## src/design/sirs_pkg.sv

```systemverilog
// Shared types, constants and the microcode program for signed_int_to_radix_symbols.
// No dependencies.
package sirs_pkg;

    localparam int MAX_BASE   = 16;
    localparam int SYM_W      = 8;
    localparam int NUM_W      = 32;
    localparam int DIGIT_W    = 4;
    localparam int RADIX_W    = 5;
    localparam int MAX_DIGITS = 32;
    localparam int ND_W       = 6;
    localparam int STEP_W     = 3;
    localparam int CFG_IDX_W  = 2;
    localparam int CFG_W      = 64;

    localparam logic [SYM_W-1:0] PLUS_CHAR  = 8'd43;
    localparam logic [SYM_W-1:0] MINUS_CHAR = 8'd45;

    localparam logic [CFG_IDX_W-1:0] REG_BASE_SIZE    = 2'd0;
    localparam logic [CFG_IDX_W-1:0] REG_SYMBOLS_LOW  = 2'd1;
    localparam logic [CFG_IDX_W-1:0] REG_SYMBOLS_HIGH = 2'd2;

    // floor(2^32 / r) for r = 2..16, indexed by r[3:0]; r = 16 sits at index 0
    localparam logic [NUM_W-1:0] RECIP [MAX_BASE] = '{
        32'h1000_0000, 32'h0000_0000, 32'h8000_0000, 32'h5555_5555,
        32'h4000_0000, 32'h3333_3333, 32'h2AAA_AAAA, 32'h2492_4924,
        32'h2000_0000, 32'h1C71_C71C, 32'h1999_9999, 32'h1745_D174,
        32'h1555_5555, 32'h13B1_3B13, 32'h1249_2492, 32'h1111_1111
    };

    typedef enum logic [2:0] {
        OP_LOAD    = 3'd0,
        OP_CHECK   = 3'd1,
        OP_NOP     = 3'd2,
        OP_MUL     = 3'd3,
        OP_DIGIT   = 3'd4,
        OP_SIGN    = 3'd5,
        OP_EMIT    = 3'd6,
        OP_INVALID = 3'd7
    } op_t;

    typedef enum logic [2:0] {
        C_NEVER      = 3'd0,
        C_ALWAYS     = 3'd1,
        C_IDLE       = 3'd2,
        C_SCAN       = 3'd3,
        C_OK         = 3'd4,
        C_MORE       = 3'd5,
        C_DIGIT_LEFT = 3'd6
    } cond_t;

    typedef struct packed {
        op_t               op;
        cond_t             cond;
        logic [STEP_W-1:0] target;
    } ctrl_word_t;

    localparam logic [STEP_W-1:0] STEP_IDLE  = 3'd0;
    localparam logic [STEP_W-1:0] STEP_SCAN  = 3'd1;
    localparam logic [STEP_W-1:0] STEP_MUL   = 3'd4;
    localparam logic [STEP_W-1:0] STEP_EMIT  = 3'd7;

    // Branch to target when cond holds, else next step; the last step wraps to idle.
    function automatic ctrl_word_t ucode(input logic [STEP_W-1:0] step);
        ctrl_word_t w;
        unique case (step)
            3'd0:    w = '{OP_LOAD,    C_IDLE,       STEP_IDLE};
            3'd1:    w = '{OP_CHECK,   C_SCAN,       STEP_SCAN};
            3'd2:    w = '{OP_NOP,     C_OK,         STEP_MUL};
            3'd3:    w = '{OP_INVALID, C_ALWAYS,     STEP_IDLE};
            3'd4:    w = '{OP_MUL,     C_NEVER,      STEP_IDLE};
            3'd5:    w = '{OP_DIGIT,   C_MORE,       STEP_MUL};
            3'd6:    w = '{OP_SIGN,    C_NEVER,      STEP_IDLE};
            3'd7:    w = '{OP_EMIT,    C_DIGIT_LEFT, STEP_EMIT};
            default: w = '{OP_NOP,     C_ALWAYS,     STEP_IDLE};
        endcase
        return w;
    endfunction

endpackage

```

## src/design/signed_int_to_radix_symbols_top.sv

```systemverilog
// Signed integer to radix symbol converter, microcoded sequencer and datapath; uses sirs_pkg.
// Busy through an alphabet scan over all sixteen symbol slots and a check step; for a valid
// alphabet then a multiply step through the reciprocal multiplier and a digit step per digit,
// a sign step and an emit step per symbol. Results then come one per cycle, no stall.
// A new start is accepted only while busy is low.
// Reset clears the sequencer, result strobe and config registers; datapath loads before use.
module signed_int_to_radix_symbols_top (
    input  logic                             clk,
    input  logic                             rst_n,
    input  logic                             start,
    output logic                             busy,
    input  logic signed [sirs_pkg::NUM_W-1:0] number,
    input  logic                             cfg_we,
    input  logic [sirs_pkg::CFG_IDX_W-1:0]   cfg_index,
    input  logic [sirs_pkg::CFG_W-1:0]       cfg_data,
    output logic                             result_valid,
    output logic [sirs_pkg::SYM_W-1:0]       symbol,
    output logic                             last,
    output logic                             invalid_base
);

    logic [sirs_pkg::STEP_W-1:0]   pc_reg, pc_next;
    logic [sirs_pkg::RADIX_W-1:0]  base_size_reg;
    logic [sirs_pkg::CFG_W-1:0]    symbols_low_reg, symbols_high_reg;
    logic [3:0]                    scan_reg, scan_next;
    logic                          bad_reg, bad_next;
    logic                          neg_reg, neg_next;
    logic [sirs_pkg::NUM_W-1:0]    mag_reg, mag_next;
    logic [sirs_pkg::NUM_W-1:0]    qest_reg, qest_next;
    logic [sirs_pkg::ND_W-1:0]     nd_reg, nd_next;
    logic [sirs_pkg::DIGIT_W-1:0]  digit_reg [sirs_pkg::MAX_DIGITS];
    logic                          result_valid_reg, result_valid_next;
    logic [sirs_pkg::SYM_W-1:0]    symbol_reg, symbol_next;
    logic                          last_reg, last_next;
    logic                          invalid_reg, invalid_next;

    sirs_pkg::ctrl_word_t          cw;
    logic                          taken;
    logic [sirs_pkg::SYM_W-1:0]    sym_all [sirs_pkg::MAX_BASE];
    logic [sirs_pkg::SYM_W-1:0]    scan_sym;
    logic                          scan_bad;
    logic [63:0]                   prod;
    logic [36:0]                   qr;
    logic [36:0]                   rem_wide;
    logic [sirs_pkg::RADIX_W-1:0]  rem;
    logic                          rem_ge;
    logic [sirs_pkg::DIGIT_W-1:0]  digit_val;
    logic [sirs_pkg::NUM_W-1:0]    q_fix;
    logic [4:0]                    emit_idx;
    logic                          digit_we;

    assign busy         = (pc_reg != sirs_pkg::STEP_IDLE);
    assign result_valid = result_valid_reg;
    assign symbol       = symbol_reg;
    assign last         = last_reg;
    assign invalid_base = invalid_reg;

    assign cw = sirs_pkg::ucode(pc_reg);

    always_comb
    begin
        for (int k = 0; k < sirs_pkg::MAX_BASE / 2; k++)
        begin
            sym_all[k]     = symbols_low_reg[8*k +: 8];
            sym_all[k + 8] = symbols_high_reg[8*k +: 8];
        end
    end

    // alphabet scan: symbol scan_reg against sign characters and all later symbols in use
    always_comb
    begin
        scan_sym = sym_all[scan_reg];
        scan_bad = (scan_sym == sirs_pkg::PLUS_CHAR) || (scan_sym == sirs_pkg::MINUS_CHAR);
        for (int b = 0; b < sirs_pkg::MAX_BASE; b++)
        begin
            if ((4'(b) > scan_reg) && (5'(b) < base_size_reg) && (sym_all[b] == scan_sym))
            begin
                scan_bad = 1'b1;
            end
        end
        if ({1'b0, scan_reg} >= base_size_reg)
        begin
            scan_bad = 1'b0;
        end
    end

    // digit extraction: quotient estimate is q or q-1, one correction step
    assign prod      = 64'(mag_reg) * 64'(sirs_pkg::RECIP[base_size_reg[3:0]]);
    assign qr        = 37'(qest_reg) * 37'(base_size_reg);
    assign rem_wide  = {5'b0, mag_reg} - qr;
    assign rem       = rem_wide[4:0];
    assign rem_ge    = (rem >= base_size_reg);
    assign digit_val = rem_ge ? 4'(rem - base_size_reg) : rem[3:0];
    assign q_fix     = qest_reg + 32'(rem_ge);
    assign emit_idx  = 5'(nd_reg - 6'd1);

    always_comb
    begin
        case (cw.cond)
            sirs_pkg::C_NEVER:      taken = 1'b0;
            sirs_pkg::C_ALWAYS:     taken = 1'b1;
            sirs_pkg::C_IDLE:       taken = !start;
            sirs_pkg::C_SCAN:       taken = (scan_reg != 4'hF);
            sirs_pkg::C_OK:         taken = !bad_reg;
            sirs_pkg::C_MORE:       taken = (q_fix != '0);
            sirs_pkg::C_DIGIT_LEFT: taken = (nd_reg != 6'd1);
            default:                taken = 1'b0;
        endcase
        pc_next = taken ? cw.target : pc_reg + 3'd1;
    end

    always_comb
    begin
        scan_next         = scan_reg;
        bad_next          = bad_reg;
        neg_next          = neg_reg;
        mag_next          = mag_reg;
        qest_next         = qest_reg;
        nd_next           = nd_reg;
        digit_we          = 1'b0;
        result_valid_next = 1'b0;
        symbol_next       = symbol_reg;
        last_next         = last_reg;
        invalid_next      = invalid_reg;
        unique case (cw.op)
            sirs_pkg::OP_LOAD:
            begin
                neg_next  = number[sirs_pkg::NUM_W-1];
                mag_next  = number[sirs_pkg::NUM_W-1] ? 32'd0 - 32'(number) : 32'(number);
                nd_next   = '0;
                scan_next = '0;
                bad_next  = (base_size_reg < 5'd2) || (base_size_reg > 5'(sirs_pkg::MAX_BASE));
            end
            sirs_pkg::OP_CHECK:
            begin
                scan_next = scan_reg + 4'd1;
                bad_next  = bad_reg | scan_bad;
            end
            sirs_pkg::OP_NOP:
            begin
            end
            sirs_pkg::OP_MUL:
            begin
                qest_next = prod[63:32];
            end
            sirs_pkg::OP_DIGIT:
            begin
                digit_we = 1'b1;
                mag_next = q_fix;
                nd_next  = nd_reg + 6'd1;
            end
            sirs_pkg::OP_SIGN:
            begin
                result_valid_next = neg_reg;
                symbol_next       = sirs_pkg::MINUS_CHAR;
                last_next         = 1'b0;
                invalid_next      = 1'b0;
            end
            sirs_pkg::OP_EMIT:
            begin
                result_valid_next = 1'b1;
                symbol_next       = sym_all[digit_reg[emit_idx]];
                last_next         = (nd_reg == 6'd1);
                invalid_next      = 1'b0;
                nd_next           = nd_reg - 6'd1;
            end
            sirs_pkg::OP_INVALID:
            begin
                result_valid_next = 1'b1;
                symbol_next       = '0;
                last_next         = 1'b1;
                invalid_next      = 1'b1;
            end
            default:
            begin
            end
        endcase
    end

    always_ff @(posedge clk or negedge rst_n)
    begin
        if (!rst_n)
        begin
            pc_reg           <= sirs_pkg::STEP_IDLE;
            result_valid_reg <= 1'b0;
            base_size_reg    <= '0;
            symbols_low_reg  <= '0;
            symbols_high_reg <= '0;
        end
        else
        begin
            pc_reg           <= pc_next;
            result_valid_reg <= result_valid_next;
            if (cfg_we)
            begin
                case (cfg_index)
                    sirs_pkg::REG_BASE_SIZE:    base_size_reg    <= cfg_data[4:0];
                    sirs_pkg::REG_SYMBOLS_LOW:  symbols_low_reg  <= cfg_data;
                    sirs_pkg::REG_SYMBOLS_HIGH: symbols_high_reg <= cfg_data;
                    default:
                    begin
                    end
                endcase
            end
        end
    end

    always_ff @(posedge clk)
    begin
        scan_reg    <= scan_next;
        bad_reg     <= bad_next;
        neg_reg     <= neg_next;
        mag_reg     <= mag_next;
        qest_reg    <= qest_next;
        nd_reg      <= nd_next;
        symbol_reg  <= symbol_next;
        last_reg    <= last_next;
        invalid_reg <= invalid_next;
        if (digit_we)
        begin
            digit_reg[nd_reg[4:0]] <= digit_val;
        end
    end

endmodule

```

## config.mk

```make
export PLATFORM = sky130hd
export DESIGN_NAME = signed_int_to_radix_symbols_top
export DESIGN_NICKNAME = d
export VERILOG_FILES = /design/src/design/sirs_pkg.sv /design/src/design/signed_int_to_radix_symbols_top.sv
export SDC_FILE = /design/constraint.sdc
export NUM_CORES = 2
export LEC_CHECK = 0
export BUFFER_PORTS_ARGS = -buffer_cell sky130_fd_sc_hd__buf_4
export CORE_MARGIN = 5
export CORE_UTILIZATION = 30
export CTS_CLUSTER_DIAMETER = 30
export DETAILED_ROUTE_END_ITERATION = 10
export GPL_TIMING_DRIVEN = 0
export PLACE_DENSITY = 0.51
export SLEW_MARGIN = 20
export SYNTH_ARGS = -nofsm -noshare
export SYNTH_HDL_FRONTEND = slang
export SYNTH_SLANG_ARGS = --single-unit
```

## constraint.sdc

```tcl
create_clock -name clk -period 9.1 [get_ports clk]
set_input_delay 1.365 -clock clk [delete_from_list [all_inputs] [get_ports clk]]
set_output_delay 1.365 -clock clk [all_outputs]
set_load 0.02 [all_outputs]
```

==> results.ini <==
[floorplanning]
fp.dieArea_um2=178000
fp.dieH_um=422
boundaryPins=114
die-width_um=422
initial_core_util=0.301
core_um2=169000
rows=151

[min_path]
hold_path_class=reg -> reg
worst_hold_path.num_cells=1
worst_hold_path.endpoint=symbols_low_reg[0]
worstHoldStart=symbols_low_reg[0]

[place]
place_inst=7259
globalplace.congestion=0.976
detailed_place_hpwl_um=168000
post_dp_cell_area_um2=54900
port-buffer-count=113

[yosys]
synth_cell_types=78
synth_cells=4917
post_synth_instance_area_um2=51000
synth-seq-cells=351
netlist.area_leader.share=0.353
yosys.area.top_type=sky130_fd_sc_hd__fa_1
synth_warnings=0
netlist_top_cells_area=sky130_fd_sc_hd__fa_1 35%, sky130_fd_sc_hd__edfxtp_1 13%, sky130_fd_sc_hd__ha_1 7.3%, sky130_fd_sc_hd__inv_1 7.0%, sky130_fd_sc_hd__dfrtp_1 6.7%
edff_count_synth=214
mappedNetlistNets=6217
synthFlopType=sky130_fd_sc_hd__edfxtp_1
async_reset_ff_frac=0.390
sequential_fraction_of_the_synthesis_area=0.193
avgSynthCellArea_um2=10.4

[setup_path]
cp_startpoint_kind=register
timing.reg2reg.setup_slack_ns=0.08
crit_slowest_cell=sky130_fd_sc_hd__fa_1
timing.critical_path.to_type=register
worstPathArrival_ns=9.38
required_time_at_the_endpoint_of_the_critical_path_ns=9.46
timing_worst_setup_path_type=reg -> reg
ff2ff_path_depth=30
r2r_start=base_size_reg[0]
worstReg2RegEnd=qest_reg[27]
crit_path_max_fanout=10
cp_common_cell=sky130_fd_sc_hd__fa_1
max_stage_delay_ns=0.68

[finish]
final.fill_count=17100
relative_area_change_from_synthesis_to_final_layout_pct=16.9
drive_gt1_frac=0.165
post-route-cell-area_um2=59600
layout.cells.most_common=sky130_fd_sc_hd__inv_1
final_net_count=6493
final-instance-count-excl-fill=7482
layout_common_cells=935 x sky130_fd_sc_hd__inv_1, 843 x sky130_fd_sc_hd__fa_1, 468 x sky130_fd_sc_hd__nand2_1, 347 x sky130_fd_sc_hd__and2_1, 276 x sky130_fd_sc_hd__ha_1
largest_register_ff_count=128

[route]
dr.first_iter.drc_count=3711
drtAntennaViolNets=0
routed_wire_length_per_instance_um=27.2
wirelength_um=203000
drt-vias-per-instance=5.10
route.detailed.drc=0
dr_total_vias=38200
drtPass1Iterations=5

[clocking]
clkLatencyLatePin_ns=0.62
htree_levels=3
clock-sinks=351
clkTransAtPathRegs_ns=0.05
cts.root.buffer_cell=sky130_fd_sc_hd__clkbuf_16
cts_hold_buf=0
cts_made_buffers=67
cts_max_path_buffers=3
cts_tree=done

[grt]
grt_start_max_net_pins=97
number_of_global_route_vias_before_repair=40700
antenna_found_initial=11
grt_pass1_wl_um=292000
overflow=0
globalRouteTotalUtil=0.226

[sta]
layout_worst_path_cycle_share=0.992
max_freq_mhz=111
final_report_setup_violation_count=0
post-route-min-period_ns=9.02
worst_clock_skew_ns=0.0279
grt_setup_unrepaired=yes
tightest_slew_ns=1.13
fin_hold_ws_ns=0.549
tns_ns=0
finalMaxSlewViolations=0
timing.final.hold_violations=0
slew_headroom=0.227

[run_status]
status=completed

[run]
timing.max_cap.violations=0

per-stage QoR:
stage                     worst slack (ns)   util
after CTS                         0.000550  0.347
after global placement               -4.81  0.323
after detailed placement             -4.41  0.324
after global routing                -0.113  0.352
final                               0.0765  0.352
after floorplan                     0.0441      -
how the worst max path moves through the flow:
stage / start / end / slack, ns / depth (start not counted)
after floorplan: base_size_reg[0] / qest_reg[27] / 0.04 / 31
after global placement: base_size_reg[0] / qest_reg[27] / -4.81 / 29
after detailed placement: base_size_reg[0] / qest_reg[27] / -4.41 / 29
after CTS: base_size_reg[0] / qest_reg[24] / 0.0005 / 29
after global routing: base_size_reg[0] / qest_reg[29] / -0.11 / 31
final: base_size_reg[0] / qest_reg[27] / 0.08 / 30
routing by layer:
metal,up-vias,global-route usage,wire [µm]
li1,16200,-,-
met1,19900,0.293,82000
met2,1708,0.366,94300
met3,397,0.0497,17000
met4,2,0.0961,9940
met5,-,0,13
what timing repair did:
action | 4_1_cts | 5_1_grt
endpoints found under the setup margin | 34 | 23
buffers inserted | 64 | 31
resized for setup | 298 | 160
pin swaps | 47 | 77
critical path: cells and delay by family, from the launching register on:
family / cells / cell delay [ns]
AO/OA/AOI/OAI: 6 / 1.27
buffers and inverters: 7 / 1.01
adder cells (fa/ha/maj): 10 / 4.60
AND/OR/NAND/NOR: 6 / 1.36
XOR/XNOR: 1 / 0.10
flip-flops: 1 / 0.40
cell families (layout without fill, tap and decap cells):
kind of cell	Yosys count	after routing	share of synthesized area
AOI/OAI and AO/OA	410	410	0.0511
xor gates and xnor gates	238	238	0.0409
adders and majority gates	1198	1198	0.426
buffers and inverters	1190	1520	0.0880
DFF	351	351	0.193
muxes	289	289	0.0786
other	0	17	0
and+or+nand+nor	1241	1241	0.122
cells in the mapped netlist, drive strengths merged, types with 13 or more instances:
library cell and instances:
a211oi 32, a21o 37, a21oi 124, a31oi 14, and2 368, and3 36, buf 33, clkbuf 210
dfrtp 137, edfxtp 214, fa 899, ha 299, inv 946, mux2 147, mux2i 68, mux4 74
nand2 480, nand3 60, nand4 35, nor2 131, nor2b 21, nor3 32, nor4 21, o21ai 88
o31ai 13, or4 14, xnor2 110, xor2 128
cell type report:
cell class                 count  area, µm²  area share
antenna                       17       42.5    0.000714
buffer                       231       1540      0.0259
clock buffer                  73       1730      0.0290
clock inverter                50        529     0.00888
inverter                     947       3570      0.0598
multi-input combinational   3376      37700       0.632
sequential                   351       9860       0.165
tap                         2218       2780      0.0466
timing repair buffer         219       1900      0.0318
Power is left out: the tool's default activity adds up to more than one toggle a clock period on the data nets, which glitch-free logic cannot reach.
